<file path="src/hdl/swdb_pkg.sv">
package swdb_pkg;

  // Widths fixed by the interface
  localparam int NOW_BITS       = 32;
  localparam int OUT_BITS       = 32;
  localparam int THRESH_BITS    = 16;
  localparam int CFG_ADDR_BITS  = 4;
  localparam int CFG_DATA_BITS  = 32;
  localparam int TIME_BITS_DFLT = 32;

  // Register indexes (byte address = 4 * index)
  localparam logic [1:0] REG_ACTIVE_HIGH  = 2'd0;
  localparam logic [1:0] REG_MIN_ON_TIME  = 2'd1;
  localparam logic [1:0] REG_MIN_OFF_TIME = 2'd2;

  // Debouncer phases
  localparam logic [1:0] PH_RELEASED     = 2'd0;
  localparam logic [1:0] PH_PEND_PRESS   = 2'd1;
  localparam logic [1:0] PH_PRESSED      = 2'd2;
  localparam logic [1:0] PH_PEND_RELEASE = 2'd3;

  // Register reset values
  localparam logic                   ACTIVE_HIGH_RST = 1'b0;
  localparam logic [THRESH_BITS-1:0] MIN_ON_RST      = 16'd30;
  localparam logic [THRESH_BITS-1:0] MIN_OFF_RST     = 16'd30;

  typedef struct packed {
    logic                   active_high;
    logic [THRESH_BITS-1:0] min_on_time;
    logic [THRESH_BITS-1:0] min_off_time;
  } cfg_t;

endpackage

</file>
<file path="src/hdl/swdb_cfg.sv">
module swdb_cfg
  import swdb_pkg::*;
(
  input  logic                     clk,
  input  logic                     rst,
  input  logic                     psel,
  input  logic                     penable,
  input  logic                     pwrite,
  input  logic [CFG_ADDR_BITS-1:0] paddr,
  input  logic [CFG_DATA_BITS-1:0] pwdata,
  output logic [CFG_DATA_BITS-1:0] prdata,
  output logic                     pready,
  output cfg_t                     cfg
);

  logic       wr_en;
  logic [1:0] reg_idx;

  assign pready  = 1'b1;
  assign wr_en   = psel && penable && pwrite;
  assign reg_idx = paddr[CFG_ADDR_BITS-1:2];

  // Register writes; unknown indexes are dropped
  always_ff @(posedge clk) begin
    if (rst) begin
      cfg.active_high  <= ACTIVE_HIGH_RST;
      cfg.min_on_time  <= MIN_ON_RST;
      cfg.min_off_time <= MIN_OFF_RST;
    end else if (wr_en) begin
      unique case (reg_idx)
        REG_ACTIVE_HIGH:  cfg.active_high  <= pwdata[0];
        REG_MIN_ON_TIME:  cfg.min_on_time  <= pwdata[THRESH_BITS-1:0];
        REG_MIN_OFF_TIME: cfg.min_off_time <= pwdata[THRESH_BITS-1:0];
        default: ;
      endcase
    end
  end

  // Read mux
  always_comb begin
    unique case (reg_idx)
      REG_ACTIVE_HIGH:
        prdata = {{(CFG_DATA_BITS-1){1'b0}}, cfg.active_high};
      REG_MIN_ON_TIME:
        prdata = {{(CFG_DATA_BITS-THRESH_BITS){1'b0}}, cfg.min_on_time};
      REG_MIN_OFF_TIME:
        prdata = {{(CFG_DATA_BITS-THRESH_BITS){1'b0}}, cfg.min_off_time};
      default:
        prdata = '0;
    endcase
  end

endmodule

</file>
<file path="src/hdl/switch_debounce_with_durations.sv">
// Switch debouncer with press and release durations. Each transfer carries
// one pin sample and the current millisecond time; each sample yields one
// result with the debounced state, one-sample edge flags and the length of
// the current or last press and release (differences wrap modulo
// 2^TIME_BITS, outputs show the low 32 bits). One sample is accepted every
// clock while the output is not stalled; its result passes through the input
// register, then the result register that also holds the debouncer state.
// in_stall follows out_stall in the same cycle when both registers are full.
// Thresholds and the pin polarity come from the APB registers at 0x0, 0x4,
// 0x8 and should be written while no sample is in flight.
module switch_debounce_with_durations
  import swdb_pkg::*;
#(
  parameter int TIME_BITS = TIME_BITS_DFLT
) (
  input  logic                     clk,
  input  logic                     rst,
  // configuration
  input  logic                     psel,
  input  logic                     penable,
  input  logic                     pwrite,
  input  logic [CFG_ADDR_BITS-1:0] paddr,
  input  logic [CFG_DATA_BITS-1:0] pwdata,
  output logic [CFG_DATA_BITS-1:0] prdata,
  output logic                     pready,
  // samples
  input  logic                     in_valid,
  output logic                     in_stall,
  input  logic                     pin_level,
  input  logic [NOW_BITS-1:0]      now_ms,
  // results
  output logic                     out_valid,
  input  logic                     out_stall,
  output logic                     debounced,
  output logic                     rising_edge,
  output logic                     falling_edge,
  output logic [OUT_BITS-1:0]      pressed_ms,
  output logic [OUT_BITS-1:0]      released_ms
);

  cfg_t cfg;

  swdb_cfg u_cfg (
    .clk     (clk),
    .rst     (rst),
    .psel    (psel),
    .penable (penable),
    .pwrite  (pwrite),
    .paddr   (paddr),
    .pwdata  (pwdata),
    .prdata  (prdata),
    .pready  (pready),
    .cfg     (cfg)
  );

  // Time input and length outputs at TIME_BITS
  logic [TIME_BITS-1:0] now_ext;
  logic [TIME_BITS-1:0] press_length;
  logic [TIME_BITS-1:0] release_length;

  if (TIME_BITS >= NOW_BITS) begin : g_wide
    if (TIME_BITS > NOW_BITS) begin : g_ext
      assign now_ext = {{(TIME_BITS-NOW_BITS){1'b0}}, now_ms};
    end else begin : g_same
      assign now_ext = now_ms;
    end
    assign pressed_ms  = press_length[OUT_BITS-1:0];
    assign released_ms = release_length[OUT_BITS-1:0];
  end else begin : g_narrow
    assign now_ext     = now_ms[TIME_BITS-1:0];
    assign pressed_ms  = {{(OUT_BITS-TIME_BITS){1'b0}}, press_length};
    assign released_ms = {{(OUT_BITS-TIME_BITS){1'b0}}, release_length};
  end

  // Input register
  logic                 s_valid;
  logic                 s_pin;
  logic [TIME_BITS-1:0] s_now;
  logic                 adv;

  assign adv      = s_valid && (!out_valid || !out_stall);
  assign in_stall = s_valid && !adv;

  always_ff @(posedge clk) begin
    if (rst) begin
      s_valid <= 1'b0;
    end else if (!in_stall) begin
      s_valid <= in_valid;
    end
  end

  always_ff @(posedge clk) begin
    if (in_valid && !in_stall) begin
      s_pin <= pin_level;
      s_now <= now_ext;
    end
  end

  // Debouncer state; the flags and lengths are the result register
  logic [1:0]           phase, phase_next;
  logic [TIME_BITS-1:0] press_stamp, press_stamp_next;
  logic [TIME_BITS-1:0] release_stamp, release_stamp_next;
  logic                 level_flag, level_flag_next;
  logic                 rise_flag, rise_flag_next;
  logic                 fall_flag, fall_flag_next;
  logic [TIME_BITS-1:0] press_length_next;
  logic [TIME_BITS-1:0] release_length_next;

  logic                 active;
  logic [TIME_BITS-1:0] since_press;
  logic [TIME_BITS-1:0] since_release;
  logic [TIME_BITS-1:0] stamp_gap;
  logic                 on_done;
  logic                 off_done;

  assign active        = (s_pin == cfg.active_high);
  assign since_press   = s_now - press_stamp;
  assign since_release = s_now - release_stamp;
  assign stamp_gap     = press_stamp - release_stamp;
  assign on_done  = since_press >
                    {{(TIME_BITS-THRESH_BITS){1'b0}}, cfg.min_on_time};
  assign off_done = since_release >
                    {{(TIME_BITS-THRESH_BITS){1'b0}}, cfg.min_off_time};

  // Next-state update for the sample in the input register
  always_comb begin
    phase_next          = phase;
    press_stamp_next    = press_stamp;
    release_stamp_next  = release_stamp;
    level_flag_next     = level_flag;
    rise_flag_next      = rise_flag;
    fall_flag_next      = fall_flag;
    press_length_next   = press_length;
    release_length_next = release_length;
    unique case (phase)
      PH_RELEASED: begin
        fall_flag_next = 1'b0;
        if (active) begin
          phase_next       = PH_PEND_PRESS;
          press_stamp_next = s_now;
        end else begin
          release_length_next = since_release;
        end
      end
      PH_PEND_PRESS: begin
        if (!active) begin
          phase_next = PH_RELEASED;
        end else if (on_done) begin
          phase_next          = PH_PRESSED;
          level_flag_next     = 1'b1;
          rise_flag_next      = 1'b1;
          release_length_next = stamp_gap;
          press_length_next   = since_press;
        end
      end
      PH_PRESSED: begin
        rise_flag_next = 1'b0;
        if (!active) begin
          phase_next         = PH_PEND_RELEASE;
          release_stamp_next = s_now;
        end else begin
          press_length_next = since_press;
        end
      end
      PH_PEND_RELEASE: begin
        if (active) begin
          phase_next = PH_PRESSED;
        end else if (off_done) begin
          phase_next      = PH_RELEASED;
          level_flag_next = 1'b0;
          fall_flag_next  = 1'b1;
        end
      end
    endcase
  end

  always_ff @(posedge clk) begin
    if (rst) begin
      phase          <= PH_RELEASED;
      press_stamp    <= '0;
      release_stamp  <= '0;
      level_flag     <= 1'b0;
      rise_flag      <= 1'b0;
      fall_flag      <= 1'b0;
      press_length   <= '0;
      release_length <= '0;
    end else if (adv) begin
      phase          <= phase_next;
      press_stamp    <= press_stamp_next;
      release_stamp  <= release_stamp_next;
      level_flag     <= level_flag_next;
      rise_flag      <= rise_flag_next;
      fall_flag      <= fall_flag_next;
      press_length   <= press_length_next;
      release_length <= release_length_next;
    end
  end

  // Result valid
  always_ff @(posedge clk) begin
    if (rst) begin
      out_valid <= 1'b0;
    end else if (adv) begin
      out_valid <= 1'b1;
    end else if (!out_stall) begin
      out_valid <= 1'b0;
    end
  end

  assign debounced    = level_flag;
  assign rising_edge  = rise_flag;
  assign falling_edge = fall_flag;

  // Checks
  a_phase_level: assert property (@(posedge clk) disable iff (rst)
    phase[1] == level_flag)
    else $error("debounced level out of step with phase");

  a_edge_dir: assert property (@(posedge clk) disable iff (rst)
    (!rise_flag || level_flag) && (!fall_flag || !level_flag))
    else $error("edge flag disagrees with debounced level");

  a_hold_state: assert property (@(posedge clk) disable iff (rst)
    !adv |=> $stable(phase) && $stable(press_stamp) && $stable(release_stamp))
    else $error("debouncer state moved without a transfer");

  a_stall_src: assert property (@(posedge clk) disable iff (rst)
    in_stall |-> s_valid && out_valid && out_stall)
    else $error("input stalled with room downstream");

endmodule
</file>
<file path="config.mk">
export PLATFORM = sky130hd
export DESIGN_NAME = switch_debounce_with_durations
export DESIGN_NICKNAME = d
export VERILOG_FILES = /design/src/hdl/swdb_pkg.sv /design/src/hdl/swdb_cfg.sv /design/src/hdl/switch_debounce_with_durations.sv
export SDC_FILE = /design/constraint.sdc
export NUM_CORES = 1
export LEC_CHECK = 0
export BUFFER_PORTS_ARGS = -buffer_cell sky130_fd_sc_hd__buf_2
export CAP_MARGIN = 30
export CORE_UTILIZATION = 50
export DETAILED_ROUTE_END_ITERATION = 8
export GPL_ROUTABILITY_DRIVEN = 0
export HOLD_SLACK_MARGIN = 0.03
export PLACE_DENSITY = 0.73
export SLEW_MARGIN = 20
export SYNTH_ARGS = -nofsm -noshare
export SYNTH_HDL_FRONTEND = slang
export SYNTH_HIERARCHICAL = 1
export SYNTH_SLANG_ARGS = --single-unit
</file>
<file path="constraint.sdc">
create_clock -name clk -period 5.84 [get_ports clk]
set_input_delay 1.752 -clock clk [delete_from_list [all_inputs] [get_ports clk]]
set_output_delay 1.752 -clock clk [all_outputs]
set_load 0.05 [all_outputs]
</file>
======== After elaboration in Yosys (flattened, before gate mapping) ========
Cells that the tools add are included.
storage, ports and cells
  register bits after elaboration ......... 201
  input bits .............................. 76
  output and inout bits ................... 102
  word-level logic and storage cells ...... 92
cells by class
  add/subtract/negate cells ............... 3
  $lt $le $gt $ge ......................... 2
  equality and inequality tests ........... 17
  mux-type cells .......................... 27
  bitwise operators ....................... 1
  reduce and logical (&&, ||, !) cells .... 27
operator list
  operator            number
  $mux 32             6
  $pmux 32 s2         2
  $sub 32x32->32      3
  $gt 32x16->1        2
  $pmux 16 s3         1
  $ne 2x2->1 const B  8
  $reduce_and 5->1    3
  $mux 2              6
  $mux 1              8
  $pmux 2 s4          1
  $reduce_and 4->1    2
  $reduce_bool 2->1   4
  $eq 2x2->1 const B  3
  $ne 3x3->1 const B  2
  $pmux 1 s2          3
  $reduce_and 2->1    3
  $reduce_and 3->1    2
  $reduce_and 6->1    1
  $logic_and 1x1->1   5
  $eq 2x1->1 const B  2
  $logic_not 1->1     4
  $logic_not 2->1     2
  $ne 2x1->1 const B  1
  $eq 1x1->1          1
  2 further kinds     2

======== Logic depth before layout (Yosys ltp) ========
  depth in word-level cells ............... 7
  depth in mapped cells ................... 25
  mapped depth without buffers ............ 22

======== Cells and area by module ========
The synthesis kept the hierarchy.
modules (own cells, without submodules)
  module                          instances  cells an instance  area an instance (um^2)  sequential area each (um^2)
  switch_debounce_with_durations  1          1,657              12,874.8                 3,693.5
  swdb_cfg                        1          172                1,681.6                  660.6

======== Worst setup path before layout ========
No wires, ideal clock.
  path type ............................... register -> register
  from .................................... register s_now[0]
  to ...................................... register release_length[16], in the netlist released_ms[16]
  library setup time ...................... 91 ps
  arrival ................................. 5,068 ps
  data required time ...................... 5,749 ps
  setup slack ............................. 681 ps
  stages on the path, launching flop included .. 26
  cells stage by stage .................... edfxtp_1 -> inv_1 -> ha_1 -> fa_1 -> nor2b_1 -> o2111ai_1 -> a31oi_1 -> o21ai_0 -> nand2b_1 -> a21oi_1 -> xnor2_1 -> ha_1 -> and4_1 -> and3b_1 -> a2111oi_0 -> a21oi_1 -> a31oi_1 -> o21ai_0 -> or4_4 -> nor2_1 -> or4b_1 -> buf_2 -> and2_4 -> buf_6 -> buf_6 -> a311oi_1
on the way
  word-level cells in the longest chain between the ends .. 4
  elaborated cells on any way between the ends .. 7
  classes of those cells .................. add/sub: 2; order compare: 1; eq/ne: 1; mux: 2; reduce/logical: 1
RTL lines
  what                               line                                   text
  from (decl)                        switch_debounce_with_durations.sv:78   logic [TIME_BITS-1:0] s_now;
  from (signal assigned)             switch_debounce_with_durations.sv:95   s_now <= now_ext;
  $sub 32x32->32                     switch_debounce_with_durations.sv:117  assign since_press = s_now - press_stamp;
  $gt 32x16->1                       switch_debounce_with_durations.sv:120  assign on_done = since_press >
  $ne 2x2->1 (no source line)        -
  $reduce_and 5->1 (no source line)  -
  to (signal assigned)               switch_debounce_with_durations.sv:195  release_length <= release_length_next;
  to (decl)                          switch_debounce_with_durations.sv:59   logic [TIME_BITS-1:0] release_length;
Parallel ways exist; a longest one is shown, timed or not. The select of a mux whose other input is x is not followed.
A chain may end at the register's enable or synchronous reset.

======== Worst setup path in the final report ========
  from .................................... register s_now[0]
  to ...................................... register release_length[10], in the netlist released_ms[10]
Same word-level chain as after synthesis.

==> summary.md <==
| Metric | Value |
|---|---|
| Final Instance Area | 16,700 um2 |
| Synth area leaders | dfxtp_1 23%, ha_1 11%, a21oi_1 7.2% |
| Port Buf Inserts | between 100 and 150 |
| ANT nets after route | 0 |
| Status | finished, final reports clean |
| Synth Register Bits | ~200 |
| Final setup viols | 0 |
| CTS tree | built |
| Count leader, synth | nand2_1 |
| Hold Violations, Final | 0 |
| Dpl cells | 2,320 |
| Global-route wire length before repair | about 71 mm |
| Vias/cell | ~6 |
| Pwr per Cell Area | between 200 and 300 nW/um2 |
| Syn_area_per_cell | roughly 8.0 um2 |
| Kind of critical path | reg -> reg |
| Final core area utilization | between 50% and 60% |
| Crit path required time | between 6000 and 7000 ps |
| Clk slew on worst S/H paths | roughly 60 ps |
| Starting density of the core | 50.7% |
| Min Hold Slack | about 450 ps |
| Worst-margin pin slew | roughly 890 ps |
| Layout cells sized above 1 | roughly 14% |
| Most frequent cells after synthesis | 234 x nand2_1, 210 x a21oi_1, 168 x dfxtp_1 |
| Mapped Cells | 1,829 |
| DRC viols | 0 |
| Asr flop ratio synth | 0% |
| Crit end category | flip-flop |
| Final period utilization | 95.3% |
| Top Metal Used | met4 |
| Vias in the first global route | between 10k and 15k |
| CP max FO | 20 |
| Worst min-delay path class | reg -> reg |
| Routed WL per cell | a little under 20 um |
| HPWL Detailed | 34.3 mm |
| Post-route setup slack | between 200 and 300 ps |
| Fmax | between 150 and 200 MHz |
| Initial antenna violation count | 0 |
| Maximum number of pins on one net before global-route repair | 82 |
| DIE AREA | 29,800 um2 |
| Clock Latency Late Sink | 530 ps |
| Leakage | about 6.8 nW |
| Max-slew violations | 0 |
| Drt first pass iters | 5 |
| CTS buffer count | 24 |
| Setup tns final | 0 ps |
| Max_cap viols | 0 |
| Reg2reg setup slack | 270 ps |
| Min Tclk post-route | 5570 ps |
| Final Non-Filler Cells | approximately 2.4k |
| # H-tree levels | 1 |
| Cell Rows | between 60 and 70 |
| Nets@finish | 2,171 |
| Yosys top cell area share | 23.1% |
| Clock Skews | ~19 ps |
| Power Total | roughly 4.2 mW |
| Total number of vias | approximately 14k |
| EDFF count, synth | 33 |
| Die height | about 170 um |
| Warnings from Yosys | 6 |
| Syn Std Cell Area | between 10,000 and 15,000 um2 |
| CTS Root Cell | clkbuf_16 |
| Part of the Yosys area used for sequential elements | 29.9% |
| Startpoint Class | flip-flop |
| GRT Total Usage | 29.5% |
| Hold_buf cts | 0 |
| I/O Pins | ~180 |
| Placement Cell Area | around 16,000 um2 |
| Slew Limit Headroom | 40.2% |
| Top FF cell, synth | dfxtp_1 |
| WL met2 | roughly 20 mm |
| Yosys cell types | 82 |
| Die width | 173 um |
| Diode count | 0 |
| Metal1 wirelength | between 20 and 25 mm |
| Peak VDD IR | 0.000225 V |
| GRT overflow | 0 |
| Synth-to-layout area growth | 14.6% |
| Area leader, netlist | dfxtp_1 |
| Clock Tree Buf Depth | 3 |
| Clk sinks | 201 |
| Filler cells | 2,614 |
| Routed wl met3 | between 3 and 4 mm |
| Post-Route WL | roughly 46 mm |
| Core area | around 29,000 um2 |
| Place WS | -43.8 ps |
| Arr. time, crit path | 5940 ps |
| Initial DRC Count | between 1k and 1.5k |
## placed cells by master, fill, tap and decap left out, types with 8 or more instances in the layout
cell type,netlist,layout
a211oi_1,33,33
a21o_1,47,47
a21oi_1,210,209
a22o_1,15,15
a311oi_1,17,16
a31oi_1,12,11
a32o_1,9,9
and2_1,9,9
and3_1,17,17
and4_1,8,8
buf_2,9,141
buf_4,20,53
clkbuf_16,0,25
conb_1,2,17
dfxtp_1,168,168
edfxtp_1,33,33
ha_1,125,125
inv_1,121,121
mux2i_1,41,41
nand2_1,234,234
nand2b_1,57,57
nand3_1,34,34
nand4_1,26,26
nor2_1,110,110
nor2b_1,12,10
nor3_1,35,32
nor3b_1,8,8
nor4_1,9,9
o211ai_1,20,20
o21a_1,15,15
o21ai_0,69,67
o21bai_1,12,12
o22ai_1,20,20
o31ai_1,10,10
or3_1,11,11
xnor2_1,53,53
xor2_1,23,22
## sequential cells by signal, indices dropped and copies added (netlist names), named ones only
signal / cells
debounced: 1
falling_edge: 1
out_valid: 1
phase: 1
press_stamp: 32
pressed_ms: 32
release_stamp: 32
released_ms: 32
rising_edge: 1
s_now: 32
s_pin: 1
s_valid: 1
u_cfg/cfg: 33
## logic make-up after synthesis
logic type | Yosys count | synth area share [%]
simple gates | 587 | 19.2
compound gates | 566 | 25.6
buf+inv | 227 | 6.60
flops | 201 | 29.9
fa+ha+maj | 128 | 11.2
xor+xnor | 76 | 4.57
mux | 42 | 2.90
other cells | 2 | 0.0516
## per-layer routing
layer	up-vias	track usage, %
li1	6856	-
met1	6786	40.5
met2	643	45.1
met3	118	4.20
met4	0	14.8
met5	-	0
## layout make-up
cell class	instances	area, um2	share of cell area (%)
Tap cell	384	480	2.88
Timing Repair Buffer	198	1180	7.06
Sequential cell	201	4350	26.1
Clock inverter	10	134	0.803
Inverter	124	465	2.79
Multi-Input combinational cell	1418	9380	56.2
Clock buffer	34	689	4.13
## power by group
group          internal, mW  total (mW)  switching, mW  leakage, nW
logic                 0.408        1.12          0.710         4.72
registers              1.46        1.51         0.0510         1.68
clock network         0.955        1.57          0.616        0.401
## path summary, 6_finish.rpt
path,start,end,cells past startpoint
max,s_now[0],released_ms[10],23
min reg2reg,release_stamp[3],release_stamp[3],2
max reg2reg,s_now[0],released_ms[10],23
min,release_stamp[3],release_stamp[3],2
## worst max-delay path, stage by stage, from the launching register on
cell	delay, ps
edfxtp_1	380
inv_1	80
ha_1	230
fa_2	370
nor2b_2	160
o2111ai_2	150
a31oi_2	290
buf_4	150
a21bo_2	150
xor2_2	190
buf_4	170
ha_1	230
and4_1	220
and3b_1	200
a2111oi_2	360
a21oi_2	140
a31oi_1	150
o21ai_0	120
or4_4	540
nor2_1	100
or4b_4	560
buf_6	210
a21oi_1	180
a211oi_2	60
## timing repair
item / in CTS / in global routing
gates cloned: 1 / 1
resized for setup: 3 / 11
pin swaps: 2 / 4
setup buffers: 1 / 2
endpoints found under the setup margin: 26 / 68
(Power assumes the default switching activity.)
